$ cat src/design/assert_macros.svh
// Assertion macros shared by the SD card init engine RTL.
// Bodies are empty when SYNTHESIS is defined.
`ifndef ASSERT_MACROS_SVH
`define ASSERT_MACROS_SVH
`ifndef SYNTHESIS
`define ASSERT_CLK(label, clk, rst, prop) \
  label: assert property (@(posedge clk) disable iff (rst) (prop)) else $error("assertion failed");
`define ASSERT_NEXT(label, clk, rst, ante, cons) \
  label: assert property (@(posedge clk) disable iff (rst) (ante) |=> (cons)) else $error("assertion failed");
`else
`define ASSERT_CLK(label, clk, rst, prop)
`define ASSERT_NEXT(label, clk, rst, ante, cons)
`endif
`endif

$ cat src/design/sdi_pkg.sv
// Package for the SD card SPI init engine: phase codes, command codes, types.
// No dependencies.
package sdi_pkg;
  localparam logic [3:0] RESPONSE_TRIES = 4'd10;
  localparam logic [3:0] IDLE_TRIES = 4'd10;
  localparam logic [3:0] DUMMY_BYTES = 4'd10;

  typedef enum logic [2:0] {
    PH_IDLE = 3'd0, PH_DUMMY = 3'd1, PH_READY = 3'd2, PH_FRAME = 3'd3,
    PH_RESP = 3'd4, PH_TRAIL = 3'd5, PH_WAIT = 3'd6, PH_DONE = 3'd7
  } phase_t;

  localparam logic [7:0] C_GO_IDLE = 8'h40;
  localparam logic [7:0] C_OP_MMC = 8'h41;
  localparam logic [7:0] C_IF_COND = 8'h48;
  localparam logic [7:0] C_BLKLEN = 8'h50;
  localparam logic [7:0] C_OP_SD = 8'h69;
  localparam logic [7:0] C_APP = 8'h77;
  localparam logic [7:0] C_OCR = 8'h7A;

  localparam logic [1:0] KIND_START = 2'd0;
  localparam logic [1:0] KIND_BYTE = 2'd1;
  localparam logic [1:0] KIND_TICK = 2'd2;

  localparam logic [1:0] REG_INIT = 2'd0;
  localparam logic [1:0] REG_READY = 2'd1;
  localparam logic [1:0] REG_RETRY = 2'd2;

  typedef struct packed {
    phase_t      phase;
    logic [3:0]  byte_step;
    logic [3:0]  attempt_count;
    logic [7:0]  current_command;
    logic [31:0] current_argument;
    logic [7:0]  init_timer;
    logic [7:0]  ready_timer;
    logic [7:0]  wait_timer;
    logic [31:0] ocr_bytes;
    logic [1:0]  found_type;
  } eng_state_t;

  typedef struct packed {
    logic [7:0] init_timeout_ticks;
    logic [7:0] ready_timeout_ticks;
    logic [7:0] retry_wait_ticks;
  } cfg_t;

  typedef struct packed {
    logic       no_idle_failure;
    logic [1:0] card_type;
    logic       done_res;
    logic       chip_select_high;
    logic [7:0] tx_byte;
    logic       tx_valid;
  } result_t;
endpackage

$ cat src/design/sdi_step.sv
// Combinational next-state and result logic for one engine item.
// Depends on sdi_pkg.
module sdi_step import sdi_pkg::*; (
  input  eng_state_t st,
  input  cfg_t       cfg,
  input  logic [1:0] kind,
  input  logic [7:0] rx,
  output eng_state_t st_next,
  output result_t    res
);
  // Whole step in one pass: the model's helpers become local edits of s.
  always_comb begin
    eng_state_t s;
    logic       ov;
    logic [7:0] ob;
    logic       do_result;
    logic [7:0] r;
    logic       start;
    logic [7:0] scmd;
    logic [31:0] sarg;
    logic       fin;
    logic [1:0] ftype;
    logic       fail;
    logic       ok;
    logic       trail;
    logic       done;
    logic [31:0] ocr_n;
    logic [3:0] bs_n;
    s = st; ov = 1'b0; ob = 8'h00; do_result = 1'b0; r = rx;
    start = 1'b0; scmd = 8'h00; sarg = 32'h0; fin = 1'b0; ftype = 2'd0;
    fail = 1'b0; ok = 1'b0; trail = 1'b0; ocr_n = 32'h0; bs_n = 4'd0;
    unique case (kind)
      KIND_START: begin
        s = '0; s.byte_step = 4'd1; s.phase = PH_DUMMY; ov = 1'b1; ob = 8'hFF;
      end
      KIND_BYTE: begin
        unique case (st.phase)
          PH_DUMMY: begin
            if (st.byte_step < DUMMY_BYTES) begin
              s.byte_step = st.byte_step + 4'd1; ov = 1'b1; ob = 8'hFF;
            end else begin
              s.attempt_count = 4'd0; start = 1'b1; scmd = C_GO_IDLE;
            end
          end
          PH_READY: begin
            if (rx == 8'hFF) begin
              s.phase = PH_FRAME; s.byte_step = 4'd1; ov = 1'b1; ob = st.current_command;
            end else if (st.ready_timer == 8'd0) begin
              do_result = 1'b1; r = 8'hFF;
            end else begin
              ov = 1'b1; ob = 8'hFF;
            end
          end
          PH_FRAME: begin
            if (st.byte_step < 4'd6) begin
              ov = 1'b1;
              unique case (st.byte_step)
                4'd1: ob = st.current_argument[31:24];
                4'd2: ob = st.current_argument[23:16];
                4'd3: ob = st.current_argument[15:8];
                4'd4: ob = st.current_argument[7:0];
                default: ob = (st.current_command == C_GO_IDLE) ? 8'h95 :
                              (st.current_command == C_IF_COND) ? 8'h87 : 8'h01;
              endcase
              s.byte_step = st.byte_step + 4'd1;
            end else begin
              s.phase = PH_RESP; s.byte_step = 4'd1; ov = 1'b1; ob = 8'hFF;
            end
          end
          PH_RESP: begin
            if (!rx[7] || st.byte_step >= RESPONSE_TRIES) do_result = 1'b1;
            else begin
              s.byte_step = st.byte_step + 4'd1; ov = 1'b1; ob = 8'hFF;
            end
          end
          PH_TRAIL: begin
            ocr_n = {st.ocr_bytes[23:0], rx};
            bs_n = st.byte_step + 4'd1;
            s.ocr_bytes = ocr_n; s.byte_step = bs_n;
            if (bs_n < 4'd4) begin
              ov = 1'b1; ob = 8'hFF;
            end else if (st.current_command == C_IF_COND) begin
              if (ocr_n[15:8] == 8'h01 && ocr_n[7:0] == 8'hAA) begin
                s.attempt_count = 4'd1; s.found_type = 2'd0; start = 1'b1; scmd = C_APP;
              end else fin = 1'b1;
            end else begin
              fin = 1'b1; ftype = ocr_n[30] ? 2'd3 : 2'd2;
            end
          end
          default: ;
        endcase
      end
      KIND_TICK: begin
        if (st.init_timer != 8'd0) s.init_timer = st.init_timer - 8'd1;
        if (st.ready_timer != 8'd0) s.ready_timer = st.ready_timer - 8'd1;
        if (st.wait_timer != 8'd0) s.wait_timer = st.wait_timer - 8'd1;
        if (st.phase == PH_WAIT && s.wait_timer == 8'd0) begin
          start = 1'b1; scmd = C_GO_IDLE;
        end
      end
      default: ;
    endcase

    // Command reply handling.
    if (do_result) begin
      unique case (st.current_command)
        C_GO_IDLE: begin
          if (st.attempt_count >= IDLE_TRIES) begin
            if (r == 8'd1) begin
              s.init_timer = cfg.init_timeout_ticks; s.attempt_count = 4'd0;
              start = 1'b1; scmd = C_IF_COND; sarg = 32'h1AA;
            end else fin = 1'b1;
          end else if (r == 8'd1) begin
            s.attempt_count = IDLE_TRIES; start = 1'b1; scmd = C_GO_IDLE;
          end else begin
            s.attempt_count = st.attempt_count + 4'd1;
            if (cfg.retry_wait_ticks == 8'd0) begin
              start = 1'b1; scmd = C_GO_IDLE;
            end else begin
              s.wait_timer = cfg.retry_wait_ticks; s.phase = PH_WAIT;
            end
          end
        end
        C_IF_COND: begin
          if (r == 8'd1) trail = 1'b1;
          else begin
            s.found_type = 2'd0; start = 1'b1; scmd = C_APP;
          end
        end
        C_APP: begin
          if (r <= 8'd1) begin
            start = 1'b1; scmd = C_OP_SD;
            sarg = (st.attempt_count == 4'd1) ? 32'h4000_0000 : 32'h0;
          end else fail = 1'b1;
        end
        C_OP_SD: begin
          if (st.attempt_count != 4'd1 && st.found_type == 2'd0) begin
            start = 1'b1;
            if (r <= 8'd1) begin
              s.found_type = 2'd2; scmd = C_APP;
            end else begin
              s.found_type = 2'd1; scmd = C_OP_MMC;
            end
          end else if (r == 8'd0) ok = 1'b1;
          else fail = 1'b1;
        end
        C_OP_MMC: begin
          if (r == 8'd0) ok = 1'b1; else fail = 1'b1;
        end
        C_OCR: begin
          if (r == 8'd0) trail = 1'b1; else fin = 1'b1;
        end
        C_BLKLEN: begin
          fin = 1'b1; ftype = (r == 8'd0) ? st.found_type : 2'd0;
        end
        default: fin = 1'b1;
      endcase
    end

    // Loop outcome: failed or passed initialization attempt.
    if (fail) begin
      if (st.attempt_count != 4'd1 && st.found_type == 2'd0) begin
        s.found_type = 2'd1; start = 1'b1; scmd = C_OP_MMC;
      end else if (st.init_timer == 8'd0) fin = 1'b1;
      else begin
        start = 1'b1; scmd = (st.found_type == 2'd1) ? C_OP_MMC : C_APP;
      end
    end
    if (ok) begin
      if (st.init_timer == 8'd0) fin = 1'b1;
      else if (st.attempt_count == 4'd1) begin
        start = 1'b1; scmd = C_OCR;
      end else begin
        start = 1'b1; scmd = C_BLKLEN; sarg = 32'd512;
      end
    end
    if (trail) begin
      s.phase = PH_TRAIL; s.byte_step = 4'd0; s.ocr_bytes = 32'h0; ov = 1'b1; ob = 8'hFF;
    end
    if (start) begin
      s.current_command = scmd; s.current_argument = sarg;
      s.ready_timer = cfg.ready_timeout_ticks; s.phase = PH_READY; s.byte_step = 4'd0;
      ov = 1'b1; ob = 8'hFF;
    end
    if (fin) begin
      s.found_type = ftype; s.phase = PH_DONE;
    end

    st_next = s;
    done = (s.phase == PH_DONE);
    res.tx_valid = ov;
    res.tx_byte = ob;
    res.chip_select_high = (s.phase == PH_DUMMY || s.phase == PH_IDLE || done);
    res.done_res = done;
    res.card_type = done ? s.found_type : 2'd0;
    res.no_idle_failure = done && s.found_type == 2'd0 && s.current_command == C_GO_IDLE;
  end
endmodule

$ cat src/design/sd_spi_card_init_engine_unit.sv
// Top level of the SD card SPI-mode init engine: input register, state, output skid.
// Depends on sdi_pkg, sdi_step and assert_macros.svh.
//
// Each request (start, received byte or timer tick) yields one result carrying the
// next SPI byte and the card status. Items are accepted every cycle while the output
// queue has room; a request is held in the input register, passes once through the
// step logic, and its result is written into the output queue. The state register sits
// behind that single pass, so back-to-back requests chain without gaps. A two-entry
// output queue keeps the input side open while a result waits; the input stalls only
// when the queue would overflow because the receiver holds off.
`include "assert_macros.svh"
module sd_spi_card_init_engine_unit import sdi_pkg::*; (
  input  logic        clk,
  input  logic        rst,
  input  logic        s_tvalid,
  output logic        s_tready,
  input  logic [7:0]  s_tdata,   // rx_byte[7:0]
  input  logic [1:0]  s_tuser,   // kind[1:0]
  output logic        m_tvalid,
  input  logic        m_tready,
  output logic [15:0] m_tdata,   // tx_valid, tx_byte[8:1], chip_select_high, done_res,
                                 // card_type[12:11], no_idle_failure, zeros[15:14]
  input  logic        cfg_we,
  input  logic [1:0]  cfg_index,
  input  logic [7:0]  cfg_data
);
  cfg_t       cfg;
  eng_state_t st, st_next;
  result_t    res;
  logic       in_v;
  logic [1:0] in_kind;
  logic [7:0] in_rx;
  result_t    q0, q1;
  logic [1:0] cnt;
  logic       pop;

  // Configuration writes.
  always_ff @(posedge clk) begin
    if (rst) begin
      cfg.init_timeout_ticks <= 8'd100;
      cfg.ready_timeout_ticks <= 8'd50;
      cfg.retry_wait_ticks <= 8'd20;
    end else if (cfg_we) begin
      unique case (cfg_index)
        REG_INIT:  cfg.init_timeout_ticks <= cfg_data;
        REG_READY: cfg.ready_timeout_ticks <= cfg_data;
        REG_RETRY: cfg.retry_wait_ticks <= cfg_data;
        default: ;
      endcase
    end
  end

  // Accept when the queue holds room for every result in flight after this edge.
  assign s_tready = (cnt + {1'b0, in_v}) <= ({1'b0, pop} + 2'd1);

  always_ff @(posedge clk) begin
    if (rst) in_v <= 1'b0;
    else in_v <= s_tvalid && s_tready;
    in_kind <= s_tuser;
    in_rx <= s_tdata;
  end

  sdi_step u_step (.st(st), .cfg(cfg), .kind(in_kind), .rx(in_rx),
                   .st_next(st_next), .res(res));

  always_ff @(posedge clk) begin
    if (rst) begin
      st <= '0;
    end else if (in_v) begin
      st <= st_next;
    end
  end

  // Output queue, q0 is the head.
  assign pop = m_tvalid && m_tready;
  always_ff @(posedge clk) begin
    if (rst) begin
      cnt <= 2'd0;
    end else begin
      cnt <= cnt + {1'b0, in_v} - {1'b0, pop};
    end
    if (pop) begin
      q0 <= (cnt == 2'd2) ? q1 : res;
      if (cnt == 2'd2 && in_v) q1 <= res;
    end else if (in_v) begin
      if (cnt == 2'd0) q0 <= res;
      else q1 <= res;
    end
  end

  assign m_tvalid = cnt != 2'd0;
  assign m_tdata = {2'b00, q0};

  `ASSERT_CLK(a_cnt_max, clk, rst, cnt <= 2'd2)
  `ASSERT_NEXT(a_no_overflow, clk, rst, cnt == 2'd2 && !pop, !in_v || cnt != 2'd2)
  `ASSERT_NEXT(a_done_cs, clk, rst, in_v && res.done_res, q0.chip_select_high || q1.chip_select_high)
endmodule

$ cat config.mk
export PLATFORM = sky130hd
export DESIGN_NAME = sd_spi_card_init_engine_unit
export DESIGN_NICKNAME = d
export VERILOG_FILES = /design/src/design/sdi_pkg.sv /design/src/design/sdi_step.sv /design/src/design/sd_spi_card_init_engine_unit.sv
export VERILOG_INCLUDE_DIRS = /design/src /design/src/design
export SDC_FILE = /design/constraint.sdc
export NUM_CORES = 1
export LEC_CHECK = 0
export BUFFER_PORTS_ARGS = -buffer_cell sky130_fd_sc_hd__buf_2
export CAP_MARGIN = 20
export CORE_MARGIN = 1
export CORE_UTILIZATION = 64
export DETAILED_ROUTE_END_ITERATION = 8
export HOLD_SLACK_MARGIN = 0.15
export PLACE_DENSITY = 0.85
export REMOVE_ABC_BUFFERS = 1
export SLEW_MARGIN = 20
export SYNTH_ARGS = -nofsm -noshare
export SYNTH_HDL_FRONTEND = slang
export SYNTH_SLANG_ARGS = --single-unit
$ cat constraint.sdc
create_clock -name clk -period 6.9 [get_ports clk]
set_clock_uncertainty 0.05 [all_clocks]
set_input_delay 1.725 -clock clk [delete_from_list [all_inputs] [get_ports clk]]
set_output_delay 1.725 -clock clk [all_outputs]
set_load 0.005 [all_outputs]
==> results of run 1 <==
-- power breakdown --
part	switching (µW)	leakage, µW	internal [µW]
logic	508	0.00176	328
registers	103	0.00104	864
clock network	339	0.000263	483
-- worst paths after layout --
| kind | endpoint | slack [ps] | cells after the start | start |
|---|---|---|---|---|
| worst max-delay path | s_tready | 2340 | 6 | m_tready |
| worst min-delay path | cfg[9]$_SDFFE_PP1P_ | 420 | 1 | cfg[9]$_SDFFE_PP1P_ |
| worst max register to register | m_tdata[9]$_DFFE_PP_ | 2970 | 11 | st[42]$_SDFFE_PP0P_ |
| worst min register to register | cfg[9]$_SDFFE_PP1P_ | 420 | 1 | cfg[9]$_SDFFE_PP1P_ |
-- layer usage --
| metal | up-vias | global-route usage (%) | part of all wire (%) |
|---|---|---|---|
| li1 | 3208 | - | - |
| met1 | 3305 | 42.4 | 40 |
| met2 | 398 | 61.3 | 49 |
| met3 | 55 | 7.93 | 8.1 |
| met4 | 0 | 19.1 | 3.4 |
| met5 | - | 0 | 0 |
-- layout make-up --
| class | count | area, µm² | share of cell area, % |
|---|---|---|---|
| clock buffers | 19 | 464 | 5.81 |
| clock inverters | 13 | 90.1 | 1.13 |
| inverters | 29 | 109 | 1.36 |
| multi-input cells | 656 | 4140 | 51.8 |
| flip-flops and latches | 123 | 2740 | 34.3 |
| well taps | 140 | 175 | 2.19 |
| repair buffers | 49 | 268 | 3.35 |
-- registers in the layout, summed over array words and instances (netlist names) --
name	count
in_v	1
cfg	24
in_rx	8
in_kind	2
cnt	2
st	58
q1	14
m_tdata	14
-- per-stage QoR --
stage / instance area, µm² / utilization [%]
2_1_floorplan: 6980 / -
3_3_place_gp: 7430 / 68.2
3_5_place_dp: 7430 / 68.3
5_1_grt: 7990 / 73.4
4_1_cts: 7990 / 73.4
6_report: 7990 / 73.4
-- logic make-up after synthesis --
| group | share of synthesized area, % |
|---|---|
| mux | 5.34 |
| compound gates | 21.9 |
| xor+xnor | 1.34 |
| buf+inv | 4.20 |
| fa+ha+maj | 3.31 |
| simple gates | 25.6 |
| other cells | 0.0523 |
| flops | 38.2 |
-- worst max-delay path, stage by stage --
cell,delay (ps)
buf_2,100
nand2_1,130
ha_1,320
nor2b_1,130
o21ai_0,210
buf_2,160
-- placed cells by master, fill, tap and decap left out, types with 19 or more instances in the layout --
master / n
nor2_1: 109
dfxtp_1: 94
nand2_1: 64
o21ai_0: 54
a21oi_1: 48
buf_2: 40
nand3_1: 37
inv_1: 28
edfxtp_1: 28
nor3_1: 27
mux2i_1: 27
ha_1: 19
==> flow_summary_export.csv, run 1 <==
group,metric,value,unit
placed_design,dp_slack,2370,ps
grt,antenna_found_initial,0,
power_and_ir_drop,leakage,0.00306,µW
cts,cts_buffer_depth,2,
detailed_routing,post-route-drc-count,0,
detailed_routing,num_vias,6966,
logic_synthesis,ys_seq_elements,123,
layout,drive_above_1_share,13.4,%
floorplan,initial_core_util,65.9,%
floorplan,core-area,10900,µm²
logic_synthesis,synthCells,855,
grt,grt_pass1_wl,32100,µm
detailed_routing,final_antenna_net_count,0,
placed_design,gp_congestion,0.992,
logic_synthesis,yosysWarningCount,0,
sta,finalHoldViolCount,0,
logic_synthesis,ys_seq_area_share,38.2,%
grt,grt_pass1_vias,6507,
sta,timing.fmax,0.219,GHz
detailed_routing,dr.pass1.iters,7,
sta,holdWs,417,ps
setup_path,crit_arrival,2780,ps
power_and_ir_drop,ir_worst_vdd,0.313,mV
cts,numCtsBuffers,17,
setup_path,path_class,"in -> out",
power_and_ir_drop,p_per_area,328,nW/µm²
logic_synthesis,ys.flop_type,"dfxtp_1",
sta,fin_ws,2340,ps
detailed_routing,wirelength,20200,µm
sta,setup_viol,0,
placed_design,dpl.hpwl,14200,µm
logic_synthesis,yosys-top-cells-count,"nor2_1 (109), dfxtp_1 (95), nand2_1 (64)",
floorplan,die_y,108,µm
detailed_routing,drtIter0Drc,712,
logic_synthesis,synth.most_common_cell,"nor2_1",
sta,finalCritPeriodShare,66.0,%
setup_path,required,5120,ps
cts,root_buffer,"clkbuf_8",
floorplan,die_x,108,µm
logic_synthesis,netlist.area_leader.share,26.5,%
sta,worst_pin_slew,1060,ps
setup_path,worstSetupStartpointType,"input port",
detailed_routing,drt-wirelength-per-cell,19.7,µm
cts,cts-htree-levels,4,
sta,relSlewSlack,29.0,%
grt,grt_overflow_total,0,
cts,post_cts_buffers,0,
grt,grt_util_all_layers,36.1,%
layout,layout.nets,920,
grt,grt_max_degree,58,
placed_design,port_buffers,40,
cts,holdBufCountCts,0,
sta,slew_violations,0,
logic_synthesis,synth.distinct_cells,83,
setup_path,critPathCaptureType,"output pin",
power_and_ir_drop,p_total,2620,µW
job,maxCapViolations,0,
floorplan,row_count,38,
cts,cts_resized,0,
logic_synthesis,yosysTopAreaCell,"dfxtp_1",
logic_synthesis,synth_area_per_cell,8.39,µm²
setup_path,cp_max_fo,5,
cts,cts_sinks,123,
sta,period_minus_slack,4560,ps
logic_synthesis,synth_area,7170,µm²
cts,worstSkewPairLatency,540,ps
layout,finalNonFillerCells,1029,
logic_synthesis,synth_edf_count,28,
placed_design,dpl.cell_count,997,
cts,path_clk_slew,60,ps
cts,cts_tree,"yes",
logic_synthesis,synth_area_leaders,"dfxtp_1 (27%), edfxtp_1 (12%), nor2_1 (5.7%), o21ai_0 (3.8%), mux2i_1 (3.8%)",
layout,diodes,0,
layout,fillers,798,
hold_path,hold_class,"reg -> reg",
sta,grt_setup_unrepaired,"no",
sta,tns,0,ps
detailed_routing,via_per_inst,6.77,
floorplan,ios,43,
floorplan,dieArea,11600,µm²
logic_synthesis,async_reset_ff_share,0,%
outcome,status,"finished, final reports clean",
layout,syn2layout_area_growth,11.4,%
Power figures use the tool's default switching activity.
==> run 2: changes to the inputs <==
--- a/config.mk
+++ b/config.mk
@@ -6,13 +6,14 @@
 export SDC_FILE = /design/constraint.sdc
 export NUM_CORES = 1
 export LEC_CHECK = 0
+export ABC_AREA = 1
 export BUFFER_PORTS_ARGS = -buffer_cell sky130_fd_sc_hd__buf_2
 export CAP_MARGIN = 20
 export CORE_MARGIN = 1
-export CORE_UTILIZATION = 64
+export CORE_UTILIZATION = 56
 export DETAILED_ROUTE_END_ITERATION = 8
 export HOLD_SLACK_MARGIN = 0.15
-export PLACE_DENSITY = 0.85
+export PLACE_DENSITY = 0.79
 export REMOVE_ABC_BUFFERS = 1
 export SLEW_MARGIN = 20
 export SYNTH_ARGS = -nofsm -noshare
==> constraint.sdc (replaced) <==
create_clock -name clk -period 4.06 [get_ports clk]
set_clock_uncertainty 0.05 [all_clocks]
set_input_delay 1.015 -clock clk [delete_from_list [all_inputs] [get_ports clk]]
set_output_delay 1.015 -clock clk [all_outputs]
set_load 0.005 [all_outputs]
==> run 2 against run 1 <==
Sequential cell count is the same. Non-clock buffer count shrank 4. Sequential share of layout area shrank 1.5 points. Critical path type is now reg -> reg. Critical path depth grew 15. Combinational power grew 91%. Worst setup slack lost 1500 ps. Core utilization shrank 7.9 points. Die area grew 18%. Global-route usage shrank 6.7 points. First-iteration DRC count shrank 34%. Synthesized area grew 3.9%. Count of clock-buffer cells in the layout grew 1.
==> flow_summary_export.csv, run 2 <==
group,metric,value,unit
power_and_ir_drop,ir_worst_vdd,0.332,mV
placed_design,place_area,7760,µm²
power_and_ir_drop,p_sw,1760,µW
hold_path,whs_path_depth,2,
hold_path,min_from,"st[3]$_SDFFE_PP0P_",
setup_path,cpPeakStageDelay,320,ps
cts,numCtsBuffers,17,
cts,cts_sinks,123,
cts,worstSkewPairLatency,430,ps
logic_synthesis,ys_seq_elements,123,
detailed_routing,final_antenna_net_count,0,
grt,grt_overflow_total,0,
grt,grt_pass1_wl,32700,µm
grt,grt_max_degree,57,
setup_path,cp_max_fo,15,
grt,grt_util_all_layers,29.4,%
floorplan,core-area,12800,µm²
placed_design,gp_congestion,0.969,
logic_synthesis,netlist.area_leader.share,25.5,%
logic_synthesis,synth_area_per_cell,7.03,µm²
logic_synthesis,synth_area,7450,µm²
hold_path,hold_class,"reg -> reg",
setup_path,worstSetupStartpointType,"register",
sta,grt_setup_unrepaired,"no",
cts,cts_tree,"yes",
cts,cts_resized,0,
layout,drive_above_1_share,14.7,%
cts,holdBufCountCts,0,
outcome,status,"finished, final reports clean",
placed_design,dpl.cell_count,1244,
job,maxCapViolations,0,
logic_synthesis,synth.most_common_cell,"nand2_1",
setup_path,reg2reg_depth,21,
setup_path,critPathSlowestCell,"dfxtp_1",
layout,reg_top3,"st: 58 flops, cfg: 24 flops",
floorplan,initial_core_util,58.3,%
hold_path,min_to,"st[3]$_SDFFE_PP0P_",
power_and_ir_drop,netSwitchingFraction,37.0,%
power_and_ir_drop,power_frac_clock,32.3,%
cts,cts-htree-levels,4,
sta,slew_violations,0,
detailed_routing,dr.pass1.iters,5,
logic_synthesis,async_reset_ff_share,0,%
layout,top_register,"st",
layout,final_common_cell,"nand2_1",
floorplan,die_x,117,µm
sta,finalHoldViolCount,0,
grt,antenna_found_initial,0,
cts,cts_buffer_depth,2,
layout,syn2layout_area_growth,12.2,%
logic_synthesis,synth_area_leaders,"dfxtp_1 (26%), nand2_1 (12%), edfxtp_1 (11%), inv_1 (5.9%), nor2_1 (5.7%)",
layout,post-route-cell-area,8360,µm²
layout,largest_reg_flops,58,
sta,period_minus_slack,3170,ps
cts,post_cts_buffers,0,
setup_path,r2r-start,"st[42]$_SDFFE_PP0P_",
sta,tns,0,ps
placed_design,port_buffers,40,
layout,finalNonFillerCells,1276,
floorplan,dieArea,13800,µm²
cts,path_clk_slew,50,ps
setup_path,critPathCaptureType,"register",
floorplan,ios,43,
sta,setup_viol,0,
logic_synthesis,yosysTopAreaCell,"dfxtp_1",
setup_path,required,4190,ps
power_and_ir_drop,seqPwrFrac,33.9,%
layout,mostFrequentLayoutCells,"nand2_1 (237), inv_1 (117), nor2_1 (114)",
power_and_ir_drop,p_int,2990,µW
power_and_ir_drop,leakage,0.00373,µW
sta,timing.fmax,0.315,GHz
detailed_routing,drt-wirelength-per-cell,15.2,µm
setup_path,r2r_end,"m_tdata[3]$_DFFE_PP_",
placed_design,dpl.hpwl,14000,µm
logic_synthesis,synth.distinct_cells,51,
grt,grt_pass1_vias,6741,
layout,layout.nets,1135,
setup_path,worst_path_most_repeated_cell,"nand2_1",
sta,relSlewSlack,32.9,%
logic_synthesis,yosysWarningCount,0,
detailed_routing,via_per_inst,5.62,
logic_synthesis,synth_edf_count,28,
sta,finalCritPeriodShare,78.1,%
sta,holdWs,410,ps
setup_path,path_class,"reg -> reg",
setup_path,ff2ff_setup_slack,890,ps
sta,worst_pin_slew,1000,ps
logic_synthesis,ys_seq_area_share,36.8,%
cts,root_buffer,"clkbuf_16",
floorplan,die_y,117,µm
logic_synthesis,synthCells,1059,
detailed_routing,num_vias,7172,
setup_path,crit_arrival,3300,ps
logic_synthesis,yosys-top-cells-count,"nand2_1 (237), inv_1 (117), nor2_1 (114)",
floorplan,row_count,41,
layout,diodes,0,
power_and_ir_drop,comb_power_share,33.8,%
detailed_routing,drtIter0Drc,467,
detailed_routing,post-route-drc-count,0,
detailed_routing,wirelength,19400,µm
setup_path,cp_cell_sequence,"inv_1 -> ha_1 -> nand3_1 -> nor2_1 -> inv_1 -> nand2_2 -> nand2_4 -> nand2_4 -> inv_2 -> nor2_1 -> nand2_1 -> nand2_1 -> nand2_1 -> nand2_2 -> nand3_4 -> inv_4 -> nand2_4 -> nor2_8 -> nand2_2 -> nand2_1 -> nand2_1",
power_and_ir_drop,p_per_area,568,nW/µm²
logic_synthesis,ys.flop_type,"dfxtp_1",
==> run 2: changes by cell type in the layout (fill, tap and decap cells not counted), sizes merged, moves of 11 or more <==
cell / before / now
a21oi: 48 / 81
o21ai: 56 / 70
nand3: 37 / 82
nand2b: 13 / 0
o21a: 11 / 0
mux2i: 27 / 0
nand2: 64 / 267
inv: 30 / 137
nor2: 110 / 124
o211ai: 1 / 14
or3: 14 / 0
==> run 2: routing by layer <==
metal  wire length, µm  track usage, %  vias to the layer above
met2              9450            50.0                      251
met1              8160            35.4                     3291
met5                 0               0                        -
met3              1090            5.50                       52
met4               667            14.4                        0
li1                  -               -                     3578
==> run 2: worst max-delay path: cells and delay by family, from the launching register on <==
kind,cells,cell delay (ps)
AND/OR/NAND/NOR,16,1780
flip-flops,1,320
adder cells (fa/ha/maj),1,220
buffers and inverters,4,520
==> run 2: power groups by stage <==
stage | registers, µW | logic, µW | clock network [µW]
floorplan | 1630 | 1130 | 0
global placement | 1630 | 1540 | 0
detailed placement | 1630 | 1570 | 0
CTS | 1610 | 1580 | 1550
global route | 1630 | 1800 | 1600
finish | 1610 | 1600 | 1530
==> run 2: area by class of cell <==
type | count | area (µm²)
inverter | 139 | 532
multi-input combinational | 765 | 4040
sequential | 123 | 2740
tap | 172 | 215
fill | 1162 | 4410
timing repair buffer | 45 | 238
clock buffer | 20 | 447
clock inverter | 12 | 148
==> run 2: cells by family (layout without fill, tap and decap cells) <==
family | count (synthesis) | count (layout) | synth area share (%)
other cells | 1 | 2 | 0.0503
flops | 123 | 123 | 36.8
simple gates | 520 | 520 | 32.6
compound gates | 210 | 210 | 16.5
xor+xnor | 14 | 14 | 1.65
buf+inv | 172 | 216 | 9.22
fa+ha+maj | 19 | 19 | 3.19
==> run 2: worst max-delay path by stage <==
stage,start,to,slack [ps],depth (start not counted)
finish,st[42]$_SDFFE_PP0P_,m_tdata[3]$_DFFE_PP_,890,21
global route,st[42]$_SDFFE_PP0P_,m_tdata[7]$_DFFE_PP_,550,21
CTS,st[42]$_SDFFE_PP0P_,m_tdata[5]$_DFFE_PP_,940,21
detailed placement,st[42]$_SDFFE_PP0P_,m_tdata[5]$_DFFE_PP_,960,21
global placement,m_tready,s_tready,1020,7
floorplan,in_v$_SDFF_PP0_,q1[0]$_DFFE_PP_,510,2
==> run 2: metrics by stage <==
stage | setup WS (ps) | utilization (%) | power, µW
4_1_cts | 937 | 65.4 | 4740
6_report | 889 | 65.5 | 4750
5_1_grt | 549 | 65.5 | 5030
3_5_place_dp | 958 | 60.8 | 3200
3_3_place_gp | 1020 | 60.7 | 3170
2_1_floorplan | 514 | - | 2770
==> run 3: changes to the inputs <==
==> constraint.sdc (replaced) <==
create_clock -name clk -period 2.76 [get_ports clk]
set_clock_uncertainty 0.05 [all_clocks]
set_input_delay 0.69 -clock clk [delete_from_list [all_inputs] [get_ports clk]]
set_output_delay 0.69 -clock clk [all_outputs]
set_load 0.005 [all_outputs]
==> run 3 against run 2 <==
Worst setup slack worse by 840 ps. First-iteration DRC count grew 38%. Global-route usage is 0.85 points higher. Combinational power up 92%. Register-to-register slack got worse by 840 ps. Via count increased by 6.8%. Final cell count rose by 5.3%. Count of clock-buffer cells in the layout decreased by 1. Die area is the same. Fmax up 17%. Critical endpoint is now st[105]$_SDFFE_PP0P_. Largest power group is now combinational logic.
==> flow_summary_export.csv, run 3 (synthesized netlist as in run 2, its figures left out) <==
group,metric,value,unit
outcome,status,"finished, final reports clean",
layout,finalNonFillerCells,1343,
grt,grt_pass1_vias,6941,
setup_path,path_class,"reg -> reg",
layout,drive_above_1_share,25.7,%
setup_path,worstSetupStartpointType,"register",
placed_design,dp_slack,-108,ps
setup_path,r2r-start,"st[34]$_SDFFE_PP0P_",
detailed_routing,via_per_inst,5.70,
grt,grt_util_all_layers,30.2,%
floorplan,die_x,117,µm
layout,multi_input_area,4430,µm²
setup_path,startpoint,"st[34]$_SDFFE_PP0P_",
sta,finalCritPeriodShare,98.1,%
detailed_routing,post-route-drc-count,0,
layout,diodes,0,
sta,grt_setup_unrepaired,"yes",
hold_path,min_from,"s_tdata[6]",
grt,grt_overflow_total,0,
sta,timing.fmax,0.369,GHz
cts,worstSkewPairLatency,440,ps
setup_path,cp_max_fo,13,
layout,mostFrequentLayoutCells,"nand2_1 (218), inv_1 (110), nor2_1 (98)",
placed_design,port_buffers,40,
cts,root_buffer,"clkbuf_16",
power_and_ir_drop,seqPwrFrac,30.0,%
floorplan,row_count,41,
grt,antenna_found_initial,0,
power_and_ir_drop,p_sw,2980,µW
job,maxCapViolations,0,
sta,worst_pin_slew,736,ps
detailed_routing,drt-wirelength-per-cell,16.0,µm
sta,finalHoldViolCount,0,
cts,cts_buffer_depth,2,
cts,cts_tree,"yes",
detailed_routing,wirelength,21600,µm
sta,period_minus_slack,2710,ps
detailed_routing,final_antenna_net_count,0,
setup_path,required,3070,ps
cts,cts_sinks,123,
layout,reg_top3,"st: 58 flops, cfg: 24 flops",
sta,slew_violations,0,
power_and_ir_drop,leakage,0.00418,µW
power_and_ir_drop,power_frac_clock,31.2,%
power_and_ir_drop,p_per_area,851,nW/µm²
grt,grt_max_degree,40,
power_and_ir_drop,netSwitchingFraction,37.6,%
cts,numCtsBuffers,17,
power_and_ir_drop,comb_power_share,38.8,%
sta,relSlewSlack,50.4,%
power_and_ir_drop,ir_worst_vdd,0.471,mV
setup_path,critPathCaptureType,"register",
cts,cts-htree-levels,4,
floorplan,dieArea,13800,µm²
layout,largest_reg_flops,58,
detailed_routing,dr.pass1.iters,6,
floorplan,die_y,117,µm
layout,regArea,2760,µm²
floorplan,initial_core_util,58.3,%
grt,grt_pass1_wl,33300,µm
layout,top_register,"st",
layout,fillers,992,
placed_design,dpl.hpwl,14700,µm
sta,setup_viol,0,
detailed_routing,num_vias,7661,
floorplan,core-area,12800,µm²
layout,layout.nets,1202,
placed_design,dpl.cell_count,1286,
detailed_routing,drtIter0Drc,646,
setup_path,crit_arrival,3010,ps
placed_design,gp_congestion,0.974,
power_and_ir_drop,p_int,4960,µW
layout,syn2layout_area_growth,25.3,%
layout,final_common_cell,"nand2_1",
floorplan,ios,43,
hold_path,hold_class,"in -> reg",
cts,path_clk_slew,60,ps
sta,fin_ws,53.1,ps
run 3: cell types whose count changed in the layout (fill, tap and decap cells not counted), moves of 8 or more:
| cell | previous run | this run |
|---|---|---|
| buf_4 | 5 | 69 |
| dfxtp_1 | 95 | 83 |
| dfxtp_2 | 0 | 11 |
| nand2_1 | 237 | 218 |
| nand2_2 | 21 | 31 |
| nand2_4 | 9 | 17 |
| nor2_1 | 114 | 98 |
| nor2_4 | 6 | 16 |
run 3: stage by stage:
stage	area, µm²	power, µW	utilization, %	hold WS, ps	setup TNS (ps)
2_1_floorplan	7300	4070	-	374	-21040
3_3_place_gp	8080	4810	63.3	389	-32.3
3_5_place_dp	8080	4830	63.3	397	-1280
4_1_cts	8810	7340	69.0	305	0
5_1_grt	9330	8350	73.1	303	-1900
6_report	9330	7940	73.1	301	0
run 3: worst max-delay path, stage by stage, from the launching register on:
cell     delay (ps)
dfxtp_2         330
inv_2            70
ha_4            170
nand2_4          60
nor2_4          140
nand2_2          90
nand2_2         100
nand3_1          80
nor2_1          110
nand2_1          70
nand2_2          90
nand2_4          70
nand2_1          70
nand2_1          40
nand2_1          80
nand2_2         100
nand3_4         140
inv_8            70
buf_12          150
nand3_2          80
nand2_4          80
nor2_4          150
nand2_1          80
a21oi_1         150
run 3: layout make-up:
class | count | share of cell area, %
clock inverters | 13 | 2.29
well taps | 172 | 2.31
inverters | 139 | 5.78
multi-input cells | 767 | 47.5
clock buffers | 19 | 4.64
flip-flops and latches | 123 | 29.6
repair buffers | 110 | 7.91
run 3: path summary, 6_finish.rpt:
kind | end | slack [ps] | depth (start not counted)
worst max-delay path | st[105]$_SDFFE_PP0P_ | 50 | 23
worst min-delay path | in_rx[6]$_DFF_P_ | 300 | 1
worst max register to register | st[105]$_SDFFE_PP0P_ | 50 | 23
worst min register to register | cfg[21]$_SDFFE_PP1P_ | 410 | 2
run 3: power groups by stage:
stage,Clock [µW],Combinational [µW],Sequential [µW]
2_1_floorplan,0,1670,2400
3_3_place_gp,0,2440,2370
3_5_place_dp,0,2460,2370
4_1_cts,2490,2510,2340
5_1_grt,2580,3370,2400
6_report,2480,3080,2380
run 3: layer usage:
| layer | up-vias | global-route usage, % | part of all wire, % |
|---|---|---|---|
| met1 | 3484 | 35.6 | 39 |
| met4 | 0 | 15.7 | 4.8 |
| met2 | 359 | 51.4 | 49 |
| met3 | 99 | 6.66 | 7.4 |
| met5 | - | 0 | 0 |
| li1 | 3719 | - | - |
run 3: timing repair:
action	4_1_cts	5_1_grt
setup endpoints to repair	27	62
buffers inserted	7	16
hold buffers	0	0
pin swaps	5	29
cloned	0	2
resized for setup	10	101
